## config.mk

```make
export PLATFORM = sky130hd
export DESIGN_NAME = dual_position_sensor_fault_monitor_core
export DESIGN_NICKNAME = d
export VERILOG_FILES = /design/src/hdl/dpsfm_pkg.sv /design/src/hdl/dual_position_sensor_fault_monitor_core.sv
export SDC_FILE = /design/constraint.sdc
export NUM_CORES = 1
export LEC_CHECK = 0
export ABC_AREA = 1
export BUFFER_PORTS_ARGS = -buffer_cell sky130_fd_sc_hd__buf_2
export CAP_MARGIN = 20
export CORE_MARGIN = 5
export CORE_UTILIZATION = 64
export DETAILED_ROUTE_END_ITERATION = 8
export GPL_TIMING_DRIVEN = 0
export PLACE_DENSITY_LB_ADDON = 0.15
export SETUP_SLACK_MARGIN = 0.5
export SYNTH_ARGS = -nofsm -noshare
export SYNTH_HDL_FRONTEND = slang
export SYNTH_SLANG_ARGS = --single-unit
```

## constraint.sdc

```tcl
create_clock -name i_clk -period 3.7 [get_ports i_clk]
set_clock_uncertainty 0.1 [all_clocks]
set_input_delay 0.37 -clock i_clk [delete_from_list [all_inputs] [get_ports i_clk]]
set_output_delay 0.37 -clock i_clk [all_outputs]
set_load 0.02 [all_outputs]
```

## src/hdl/dpsfm_pkg.sv

```systemverilog
`timescale 1ns / 1ps
`default_nettype none

package dpsfm_pkg;

    localparam int unsigned CNT_W  = 12;
    localparam int unsigned REC_W  = 8;
    localparam int unsigned POS_W  = 8;
    localparam int unsigned TOL_W  = 7;
    localparam int unsigned IDX_W  = 3;
    localparam int unsigned CFG_W  = 12;
    localparam int unsigned SUM_W  = 10;

    localparam logic [CNT_W-1:0] CNT_MAX = '1;
    localparam logic [REC_W-1:0] REC_MAX = '1;

    // fixed out-of-range limits and nominal channel sum
    localparam logic [POS_W-1:0] RANGE_LO    = 8'd9;
    localparam logic [POS_W-1:0] RANGE_HI    = 8'd91;
    localparam logic [SUM_W-1:0] SUM_NOMINAL = 10'd100;

    // register defaults
    localparam logic [CNT_W-1:0] FAULT_TICKS_RST   = 12'd600;
    localparam logic [REC_W-1:0] RECOVER_TICKS_RST = 8'd10;
    localparam logic [POS_W-1:0] SHORT_LEVEL_RST   = 8'd99;
    localparam logic [POS_W-1:0] OPEN_LEVEL_RST    = 8'd1;
    localparam logic [POS_W-1:0] WINDOW_LOW_RST    = 8'd10;
    localparam logic [POS_W-1:0] WINDOW_HIGH_RST   = 8'd90;
    localparam logic [TOL_W-1:0] SUM_TOL_RST       = 7'd3;

    typedef enum logic [IDX_W-1:0] {
        CFG_FAULT_TICKS   = 3'd0,
        CFG_RECOVER_TICKS = 3'd1,
        CFG_SHORT_LEVEL   = 3'd2,
        CFG_OPEN_LEVEL    = 3'd3,
        CFG_WINDOW_LOW    = 3'd4,
        CFG_WINDOW_HIGH   = 3'd5,
        CFG_SUM_TOL       = 3'd6
    } t_cfg_idx;

    // one per-channel monitor: two debounce counters, recovery counter, flag
    typedef struct packed {
        logic [CNT_W-1:0] cnt_a;
        logic [CNT_W-1:0] cnt_b;
        logic [REC_W-1:0] rec;
        logic             flag;
    } t_chan_st;

    // result flags, highest bit first when packed into tdata
    typedef struct packed {
        logic output_fault;
        logic data_fault_report;
        logic data_fault;
        logic open_fault;
        logic short_fault;
    } t_flags;

    function automatic logic [CNT_W-1:0] bump_cnt(input logic [CNT_W-1:0] c);
        bump_cnt = (c == CNT_MAX) ? c : c + 1'b1;
    endfunction

    function automatic logic [REC_W-1:0] bump_rec(input logic [REC_W-1:0] c);
        bump_rec = (c == REC_MAX) ? c : c + 1'b1;
    endfunction

    // one tick of a per-channel monitor
    function automatic t_chan_st chan_step(
        input logic             cond_a,
        input logic             cond_b,
        input logic             good,
        input t_chan_st         cur,
        input logic [CNT_W-1:0] fault_ticks,
        input logic [REC_W-1:0] recover_ticks
    );
        t_chan_st nxt;
        logic     set;
        logic     flag;
        nxt = cur;
        set = 1'b0;
        if (!cond_a) begin
            nxt.cnt_a = '0;
        end else if (cur.cnt_a > fault_ticks) begin
            set = 1'b1;
        end else begin
            nxt.cnt_a = bump_cnt(cur.cnt_a);
        end
        if (!cond_b) begin
            nxt.cnt_b = '0;
        end else if (cur.cnt_b > fault_ticks) begin
            set = 1'b1;
        end else begin
            nxt.cnt_b = bump_cnt(cur.cnt_b);
        end
        // recovery sees the flag as just updated
        flag = cur.flag | set;
        if (flag && good) begin
            if (cur.rec > recover_ticks) begin
                nxt.rec = '0;
                flag    = 1'b0;
            end else begin
                nxt.rec = bump_rec(cur.rec);
            end
        end else begin
            nxt.rec = '0;
        end
        nxt.flag = flag;
        chan_step = nxt;
    endfunction

endpackage

`default_nettype wire

```

## src/hdl/dual_position_sensor_fault_monitor_core.sv

```systemverilog
`timescale 1ns / 1ps
`default_nettype none
// an accepted item passes the input register, then the flag/result register; throughput:
// one item per cycle while the result side is not stalled, the counter update is a
// single pass of compares and saturating increments between the two registers
// reset (synchronous, active low): registers return to their defaults, all counters
// and fault flags clear, both stream sides empty

module dual_position_sensor_fault_monitor_core (
    input  wire logic        i_clk,
    input  wire logic        i_rst_n,
    // input stream
    input  wire logic        i_s_axis_tvalid,
    output logic             o_s_axis_tready,
    input  wire logic [15:0] i_s_axis_tdata,   // [7:0] pos_a, [15:8] pos_b
    // result stream
    output logic             o_m_axis_tvalid,
    input  wire logic        i_m_axis_tready,
    output logic [7:0]       o_m_axis_tdata,   // [0] short_fault, [1] open_fault,
                                               // [2] data_fault, [3] data_fault_report,
                                               // [4] output_fault, [7:5] zero
    // register writes
    input  wire logic        i_cfg_we,
    input  wire logic [dpsfm_pkg::IDX_W-1:0] i_cfg_idx,
    input  wire logic [dpsfm_pkg::CFG_W-1:0] i_cfg_data
);

    // configuration registers
    logic [dpsfm_pkg::CNT_W-1:0] r_fault_ticks;
    logic [dpsfm_pkg::REC_W-1:0] r_recover_ticks;
    logic [dpsfm_pkg::POS_W-1:0] r_short_level;
    logic [dpsfm_pkg::POS_W-1:0] r_open_level;
    logic [dpsfm_pkg::POS_W-1:0] r_window_low;
    logic [dpsfm_pkg::POS_W-1:0] r_window_high;
    logic [dpsfm_pkg::TOL_W-1:0] r_sum_tol;

    // input register
    logic                        r_in_valid;
    logic [dpsfm_pkg::POS_W-1:0] r_pos_a;
    logic [dpsfm_pkg::POS_W-1:0] r_pos_b;

    // monitor state; the flags double as the result register
    dpsfm_pkg::t_chan_st         r_short, n_short;
    dpsfm_pkg::t_chan_st         r_open, n_open;
    dpsfm_pkg::t_chan_st         r_range, n_range;
    logic [dpsfm_pkg::CNT_W-1:0] r_sum_cnt, n_sum_cnt;
    logic [dpsfm_pkg::REC_W-1:0] r_sum_rec, n_sum_rec;
    logic                        r_data_flag, n_data_flag;
    logic                        r_data_rep, n_data_rep;
    logic                        r_out_valid;

    dpsfm_pkg::t_flags           flags;

    logic                        advance;
    logic                        good;
    logic [dpsfm_pkg::SUM_W-1:0] sum_ab;
    logic [dpsfm_pkg::SUM_W-1:0] tol_ext;
    logic                        sum_ok;

    // result stage moves when empty or drained; input stage refills behind it
    assign advance         = r_in_valid && (!r_out_valid || i_m_axis_tready);
    assign o_s_axis_tready = !r_in_valid || advance;

    // configuration writes
    always_ff @(posedge i_clk) begin
        if (!i_rst_n) begin
            r_fault_ticks   <= dpsfm_pkg::FAULT_TICKS_RST;
            r_recover_ticks <= dpsfm_pkg::RECOVER_TICKS_RST;
            r_short_level   <= dpsfm_pkg::SHORT_LEVEL_RST;
            r_open_level    <= dpsfm_pkg::OPEN_LEVEL_RST;
            r_window_low    <= dpsfm_pkg::WINDOW_LOW_RST;
            r_window_high   <= dpsfm_pkg::WINDOW_HIGH_RST;
            r_sum_tol       <= dpsfm_pkg::SUM_TOL_RST;
        end else if (i_cfg_we) begin
            case (dpsfm_pkg::t_cfg_idx'(i_cfg_idx))
                dpsfm_pkg::CFG_FAULT_TICKS:   r_fault_ticks   <= i_cfg_data;
                dpsfm_pkg::CFG_RECOVER_TICKS: r_recover_ticks <= i_cfg_data[7:0];
                dpsfm_pkg::CFG_SHORT_LEVEL:   r_short_level   <= i_cfg_data[7:0];
                dpsfm_pkg::CFG_OPEN_LEVEL:    r_open_level    <= i_cfg_data[7:0];
                dpsfm_pkg::CFG_WINDOW_LOW:    r_window_low    <= i_cfg_data[7:0];
                dpsfm_pkg::CFG_WINDOW_HIGH:   r_window_high   <= i_cfg_data[7:0];
                dpsfm_pkg::CFG_SUM_TOL:       r_sum_tol       <= i_cfg_data[6:0];
                default: ;  // unused index, write dropped
            endcase
        end
    end

    // input register
    always_ff @(posedge i_clk) begin
        if (!i_rst_n) begin
            r_in_valid <= 1'b0;
        end else if (o_s_axis_tready) begin
            r_in_valid <= i_s_axis_tvalid;
        end
    end

    always_ff @(posedge i_clk) begin
        if (o_s_axis_tready && i_s_axis_tvalid) begin
            r_pos_a <= i_s_axis_tdata[7:0];
            r_pos_b <= i_s_axis_tdata[15:8];
        end
    end

    // both readings inside the healthy window
    assign good = (r_pos_a >= r_window_low) && (r_pos_a <= r_window_high) &&
                  (r_pos_b >= r_window_low) && (r_pos_b <= r_window_high);

    // -tol <= a + b - 100 < tol, kept unsigned by moving the terms across
    assign sum_ab  = {2'b00, r_pos_a} + {2'b00, r_pos_b};
    assign tol_ext = {3'b000, r_sum_tol};
    assign sum_ok  = (sum_ab + tol_ext >= dpsfm_pkg::SUM_NOMINAL) &&
                     (sum_ab < dpsfm_pkg::SUM_NOMINAL + tol_ext);

    always_comb begin
        n_short = dpsfm_pkg::chan_step(r_pos_a >= r_short_level, r_pos_b >= r_short_level,
                                       good, r_short, r_fault_ticks, r_recover_ticks);
        n_open  = dpsfm_pkg::chan_step(r_pos_a <= r_open_level, r_pos_b <= r_open_level,
                                       good, r_open, r_fault_ticks, r_recover_ticks);
        n_range = dpsfm_pkg::chan_step(
            (r_pos_a > dpsfm_pkg::RANGE_HI) || (r_pos_a < dpsfm_pkg::RANGE_LO),
            (r_pos_b > dpsfm_pkg::RANGE_HI) || (r_pos_b < dpsfm_pkg::RANGE_LO),
            good, r_range, r_fault_ticks, r_recover_ticks);

        // data monitor: recovery clears the flag but leaves the report
        n_sum_cnt   = r_sum_cnt;
        n_sum_rec   = r_sum_rec;
        n_data_flag = r_data_flag;
        n_data_rep  = r_data_rep;
        if (sum_ok) begin
            n_sum_cnt = '0;
            if (r_data_flag) begin
                if (r_sum_rec > r_recover_ticks) begin
                    n_data_flag = 1'b0;
                    n_sum_rec   = '0;
                end else begin
                    n_sum_rec = dpsfm_pkg::bump_rec(r_sum_rec);
                end
            end
        end else begin
            if (r_sum_cnt > r_fault_ticks) begin
                n_data_flag = 1'b1;
                n_data_rep  = 1'b1;
            end else begin
                // still counting: both flag and report drop
                n_data_flag = 1'b0;
                n_data_rep  = 1'b0;
                n_sum_cnt   = dpsfm_pkg::bump_cnt(r_sum_cnt);
            end
            n_sum_rec = '0;
        end
    end

    // monitor state and result register
    always_ff @(posedge i_clk) begin
        if (!i_rst_n) begin
            r_short     <= '0;
            r_open      <= '0;
            r_range     <= '0;
            r_sum_cnt   <= '0;
            r_sum_rec   <= '0;
            r_data_flag <= 1'b0;
            r_data_rep  <= 1'b0;
            r_out_valid <= 1'b0;
        end else begin
            if (advance) begin
                r_short     <= n_short;
                r_open      <= n_open;
                r_range     <= n_range;
                r_sum_cnt   <= n_sum_cnt;
                r_sum_rec   <= n_sum_rec;
                r_data_flag <= n_data_flag;
                r_data_rep  <= n_data_rep;
                r_out_valid <= 1'b1;
            end else if (i_m_axis_tready) begin
                r_out_valid <= 1'b0;
            end
        end
    end

    always_comb begin
        flags.short_fault       = r_short.flag;
        flags.open_fault        = r_open.flag;
        flags.data_fault        = r_data_flag;
        flags.data_fault_report = r_data_rep;
        flags.output_fault      = r_range.flag;
    end

    assign o_m_axis_tvalid = r_out_valid;
    assign o_m_axis_tdata  = {3'b000, flags};

`ifndef SYNTHESIS
    // the report only ever sets together with the data flag
    a_rep_with_flag: assert property (@(posedge i_clk) disable iff (!i_rst_n)
        $rose(r_data_rep) |-> r_data_flag)
        else $error("data report set without data flag");

    // monitor state moves only with an item
    a_state_hold: assert property (@(posedge i_clk) disable iff (!i_rst_n)
        !advance |=> $stable(flags) && $stable(r_sum_cnt) && $stable(r_short.cnt_a))
        else $error("monitor state changed without an item");

    // full input stage behind a stalled result blocks new items
    a_full_stall: assert property (@(posedge i_clk) disable iff (!i_rst_n)
        (r_in_valid && r_out_valid && !i_m_axis_tready) |-> !o_s_axis_tready)
        else $error("input accepted while both stages full");

    // a result only appears after an item sat in the input register
    a_out_source: assert property (@(posedge i_clk) disable iff (!i_rst_n)
        $rose(r_out_valid) |-> $past(r_in_valid))
        else $error("result appeared without an item");
`endif

endmodule

`default_nettype wire
```

; After elaboration in Yosys (flattened, before gate mapping)
; Index checks and enable logic that the tools add are counted.
; W data, S select, Z words.
[totals]
ff_bits = 198
[classes]
n_lt_le_gt_ge = 25
n_reduce_logical = 36
n_eq_ne = 36
muxes = 58
bitwise = 4
addsub = 14
[ops]
columns = op, count
row1 = $mux W12, 21
row2 = $mux W8, 13
row3 = $add A12 B1 Y12 const B, 7
row4 = $eq A12 B12 Y1 const B, 7
row5 = $gt A12 B12 Y1, 7
row6 = $add A8 B1 Y8 const B, 4
row7 = $eq A8 B8 Y1 const B, 4
row8 = $ge A8 B8 Y1, 4
row9 = $gt A8 B8 Y1, 4
row10 = $le A8 B8 Y1, 4
row11 = $ne A2 B2 Y1 const B, 15
row12 = $mux W1, 24
row13 = $reduce_and A3 Y1, 8
row14 = $reduce_and A2 Y1, 11
row15 = $gt A8 B7 Y1 const B, 2
row16 = $lt A8 B4 Y1 const B, 2
row17 = $ne A3 B3 Y1 const B, 4
row18 = $add A9 B7 Y10, 1
row19 = $ge A10 B7 Y1 const B, 1
row20 = $add A8 B8 Y9, 1
row21 = $eq A3 B3 Y1 const B, 3
row22 = $logic_and A1 B1 Y1, 9
row23 = $lt A9 B8 Y1, 1
row24 = $add A7 B7 Y8 const A, 1
row25 = 8 further kinds, 15

; Logic depth before layout (Yosys ltp)
[depth]
depth_word = 9
mapped_depth = 22

; Worst setup path before layout
; OpenSTA, ideal clock, no wires.
[synth_timing]
path_type = reg2reg
startpoint = reg r_pos_a[1] in the netlist's numbering
endpoint = reg r_sum_cnt[5] in the netlist's numbering
path_stages_with_launch = 20
path_slack_ns = 0.699
path_buffers = 1
required_ns = 3.487
t_arrival_ns = 2.788
path_cell_list = edfxtp_1 inv_1 fa_1 nand3b_1 nand2_1 xor2_1 ha_1 a21oi_1 nand3_1 nand2_1 nand2_1 nand2_1 nand2_2 nand3_4 nand2_8 buf_6 nand2_1 nand3_1 nand2_1 nor2_1
[synth_via]
elab_chain_cells = 6
[synth_lines]
columns = element, line_no
row1 = start: declaration, dual_position_sensor_fault_monitor_core.sv:39  ; logic [dpsfm_pkg::POS_W-1:0] r_pos_a;
row2 = start signal: assignment, dual_position_sensor_fault_monitor_core.sv:99  ; r_pos_a <= i_s_axis_tdata[7:0];
row3 = $add A8 B8 Y9 *, dual_position_sensor_fault_monitor_core.sv:109  ; assign sum_ab = {2'b00, r_pos_a} + {2'b00, r_pos_b};
row4 = $add A9 B7 Y10, dual_position_sensor_fault_monitor_core.sv:111  ; assign sum_ok = (sum_ab + tol_ext >= dpsfm_pkg::SUM_NOMINAL) &&
row5 = $ge A10 B7 Y1, dual_position_sensor_fault_monitor_core.sv:111
row6 = $logic_and A1 B1 Y1 *, dual_position_sensor_fault_monitor_core.sv:111
row7 = $ne A2 B2 Y1 (no source line), n/a
row8 = $reduce_and A3 Y1 (no source line), n/a
row9 = end signal: assignment, dual_position_sensor_fault_monitor_core.sv:169  ; r_sum_cnt <= n_sum_cnt;
row10 = end: declaration, dual_position_sensor_fault_monitor_core.sv:46  ; logic [dpsfm_pkg::CNT_W-1:0] r_sum_cnt, n_sum_cnt;
; Mark *: on every way between the ends. The rest lies on a longest branch, timed or not.
; A chain may end at the register's enable or synchronous reset.

; Worst setup path in the final report
[layout_timing]
startpoint = reg r_pos_b[6] in the netlist's numbering
endpoint = reg r_sum_rec[2] in the netlist's numbering
[layout_via]
elab_chain_cells = 6
[layout_lines]
columns = element, line_no
row1 = start: declaration, dual_position_sensor_fault_monitor_core.sv:40  ; logic [dpsfm_pkg::POS_W-1:0] r_pos_b;
row2 = start signal: assignment, dual_position_sensor_fault_monitor_core.sv:100  ; r_pos_b <= i_s_axis_tdata[15:8];
row3 = $add A8 B8 Y9 *, dual_position_sensor_fault_monitor_core.sv:109
row4 = $add A9 B7 Y10, dual_position_sensor_fault_monitor_core.sv:111
row5 = $ge A10 B7 Y1, dual_position_sensor_fault_monitor_core.sv:111
row6 = $logic_and A1 B1 Y1 *, dual_position_sensor_fault_monitor_core.sv:111
row7 = $ne A3 B3 Y1 (no source line) or $ne A2 B2 Y1 (tied branches), n/a
row8 = $reduce_and A3 Y1 (no source line), n/a
row9 = end signal: assignment, dual_position_sensor_fault_monitor_core.sv:170  ; r_sum_rec <= n_sum_rec;
row10 = end: declaration, dual_position_sensor_fault_monitor_core.sv:47  ; logic [dpsfm_pkg::REC_W-1:0] r_sum_rec, n_sum_rec;
; Marked as above.

==> impl_results.md <==
- Post-synth top area share: 0.249
- Die X: 161 um
- Effective utilization at floorplan: 0.649
- Vias in the first global route: 13800
- Routed vias/inst: 5.78
- Leakage: 7.68 nW
- Placer Congestion: 0.959
- Syn Std Cell Area: 14600 sq um
- Req. time, crit path: 3.97 ns
- Final Hold Viols: 0
- Final WS setup: 0.286 ns
- Max-cap viol count: 0
- Core ar.: 22600 sq um
- Sequential-to-total area share from yosys stat: 0.282
- Rows: 55
- Filler instances: 1785
- Pwr Density: 326 nW/um^2
- Post-synthesis async set-or-reset flop share: 0
- Critical-path cell list: ha_1 > nand2_1 > inv_1 > a21oi_1 > nand3_1 > nand2_1 > inv_2 > ha_1 > nand3_1 > nor2_1 > nor2_2 > nand2_2 > nor2_4 > nand2_8 > nor2_4 > nand3_2 > a21oi_2
- Worst slack, placed: 0.0571 ns
- RSZ-0062 raised after global routing: yes
- Ant diodes: 0
- Final Cell Area: 16500 sq um
- Setup_tns: 0 ns
- DP HPWL: 28.6 mm
- Tot Pwr: 5.40 mW
- Fmax: 293 MHz
- CTS tree: yes
- Fin crit period: 3.41 ns
- Nets: 2435
- Cell Area, Placed: 15200 sq um
- Cell count after synthesis: 2077
- Routed WL: 40.8 mm
- WS Path Type: flip-flop to flip-flop
- Post-Route Hold Slack: 0.107 ns
- Synth area leaders: dfxtp_1 25%, ha_1 18%, nand2_1 12%
- Final setup viols: 0
- Layout cell share with drive strength beyond 1: 0.0956
- WL/cell: 16.4 um
- EDFF count, synth: 16
- Post-Layout Cell Count: 2481
- Root Driver: clkbuf_16
- Synth area leader: dfxtp_1
- 1st-pass router iterations: 6
- Dpl cells: 2406
- Critical Path AT: 3.69 ns
- Clk pin slew, worst setup/hold paths: 0.08 ns
- # DRC: 0
- Hold Crit Class: input port to flip-flop
- Post-Syn Area per Cell: 7.05 sq um
- Max-slew headroom: 0.322
- Largest net degree at the start of global routing: 18
- Max Root-Sink Buffers: 2
- Status: finished clean
- Die Y: 161 um
- GRT Total Usage: 0.307
- DR iter-0 viols: 1246
- Layout overhead on the synthesized area: 13.0%
- Via count: 14300
- CP max stage delay: 0.58 ns
- GRT overflow: 0
- DIE AREA: 26000 sq um
- Final Slew Violations: 0
- #FFs+latches synth: 198
- Clk sinks: 198
- Top_reg_cell synth: dfxtp_1
- Final core area utilization: 0.733
- IO Count: 46
- Antenna-violating nets left: 0
- CP Capture Type: flip-flop
- Initial antenna violation count: 0
- Worst-Skew Late Latency: 0.45 ns
- Ys Warns: 0
- Inserted Clock Buffers: 17
- Fin crit share: 0.923
- VDD IR max: 229 uV
- Port Buffers: 42
- Worst-Margin Slew: 1.02 ns
- First-pass GRT wire length: 65.7 mm
- Crit-path max FO: 7
- H-tree levels: 4
- Library cells used by synthesis: 49
- Slowest CP cell: edfxtp_1
- Worst setup SP type: flip-flop
timing repair:
| item | 4_1_cts | 5_1_grt |
|---|---|---|
| pin swaps | 9 | 20 |
| endpoints found under the setup margin | 22 | 22 |
| buffers inserted | 18 | 8 |
| hold buffers | 15 | 1 |
| cloned | 0 | 1 |
| endpoints found under the hold margin | 15 | 1 |
| resized for setup | 22 | 46 |
layer usage:
layer | track usage | up-vias | part of all wire
met5 | 0 | - | 0
met4 | 0.147 | 0 | 0.048
met3 | 0.0597 | 164 | 0.073
met2 | 0.529 | 527 | 0.47
met1 | 0.370 | 6526 | 0.41
li1 | - | 7117 | -
worst max-delay path: cells and delay by family, from the launching register on:
family,cells,cell delay (ns)
adders and majority gates,2,0.76
AOI/OAI and AO/OA,2,0.37
DFF,1,0.58
buffers and inverters,2,0.13
and+or+nand+nor,11,1.41
power by group:
part | switching [mW] | internal [mW]
clock | 0.906 | 1.07
combinational | 0.704 | 0.426
sequential | 0.0690 | 2.22
path summary, 6_finish.rpt:
kind | start | to | slack, ns | cells past startpoint
setup / recovery | r_pos_b[6] | r_sum_rec[2] | 0.29 | 17
hold / removal | i_cfg_data[9] | r_fault_ticks[9] | 0.11 | 3
setup reg to reg | r_pos_b[6] | r_sum_rec[2] | 0.29 | 17
hold reg to reg | r_range[31] | r_range[31] | 0.37 | 2
flip-flops by register name, summed over array words and instances (netlist names), 3 cells and up:
| register | count |
|---|---|
| r_open | 32 |
| r_fault_ticks | 12 |
| r_window_low | 8 |
| r_window_high | 8 |
| r_range | 32 |
| r_sum_cnt | 12 |
| r_short_level | 8 |
| o_m_axis_tdata | 3 |
| r_short | 32 |
| r_pos_b | 8 |
| r_sum_tol | 7 |
| r_pos_a | 8 |
| r_recover_ticks | 8 |
| r_open_level | 8 |
| r_sum_rec | 8 |
final cells by class:
type | count | area, sq um | share of cell area
Multi-Input combinational cell | 1557 | 9580 | 0.579
Inverter | 283 | 1070 | 0.0647
Clock inverter | 14 | 174 | 0.0105
Clock buffer | 18 | 429 | 0.0259
Tap cell | 285 | 357 | 0.0216
Buffer | 41 | 214 | 0.0129
Timing Repair Buffer | 85 | 594 | 0.0359
Sequential cell | 198 | 4120 | 0.249
Yosys cell counts (all sizes together), types with 8 or more instances:
cell type / number
a211oi: 11
a21o: 10
a21oi: 187
buf: 21
clkbuf: 20
dfxtp: 182
edfxtp: 16
ha: 214
inv: 283
nand2: 481
nand3: 144
nand3b: 29
nand4: 61
nor2: 196
nor3: 32
o211ai: 17
o21ai: 76
o21bai: 8
xnor2: 12
xor2: 42
kinds of logic (layout without fill, tap and decap cells):
family	after synthesis	count (layout)	share of synthesized area
buf+inv	324	441	0.0871
compound gates	321	321	0.120
other cells	1	3	0.000256
xor+xnor	54	54	0.0323
fa+ha+maj	216	216	0.186
flops	198	198	0.282
simple gates	963	963	0.293
cells in the final DEF (no fill, tap or decap), drive strengths merged:
master,count
dlygate4sd3,16
buf,89
a21o,10
nor4,6
nand2,481
a21oi,187
or2,7
a31o,2
and2,3
nor3,32
clkbuf,39
nand3b,29
nand3,144
xor2,42
nand4,61
dfxtp,182
clkinv,1
and3,2
conb,3
edfxtp,16
o21a,7
a31oi,3
xnor2,12
a211oi,11
o21bai,8
inv,287
bufinv,3
fa,2
nor3b,2
ha,214
nor2,196
o21ai,76
clkinvlp,6
o211ai,17
No activity file was read; power rests on OpenSTA's default activity.
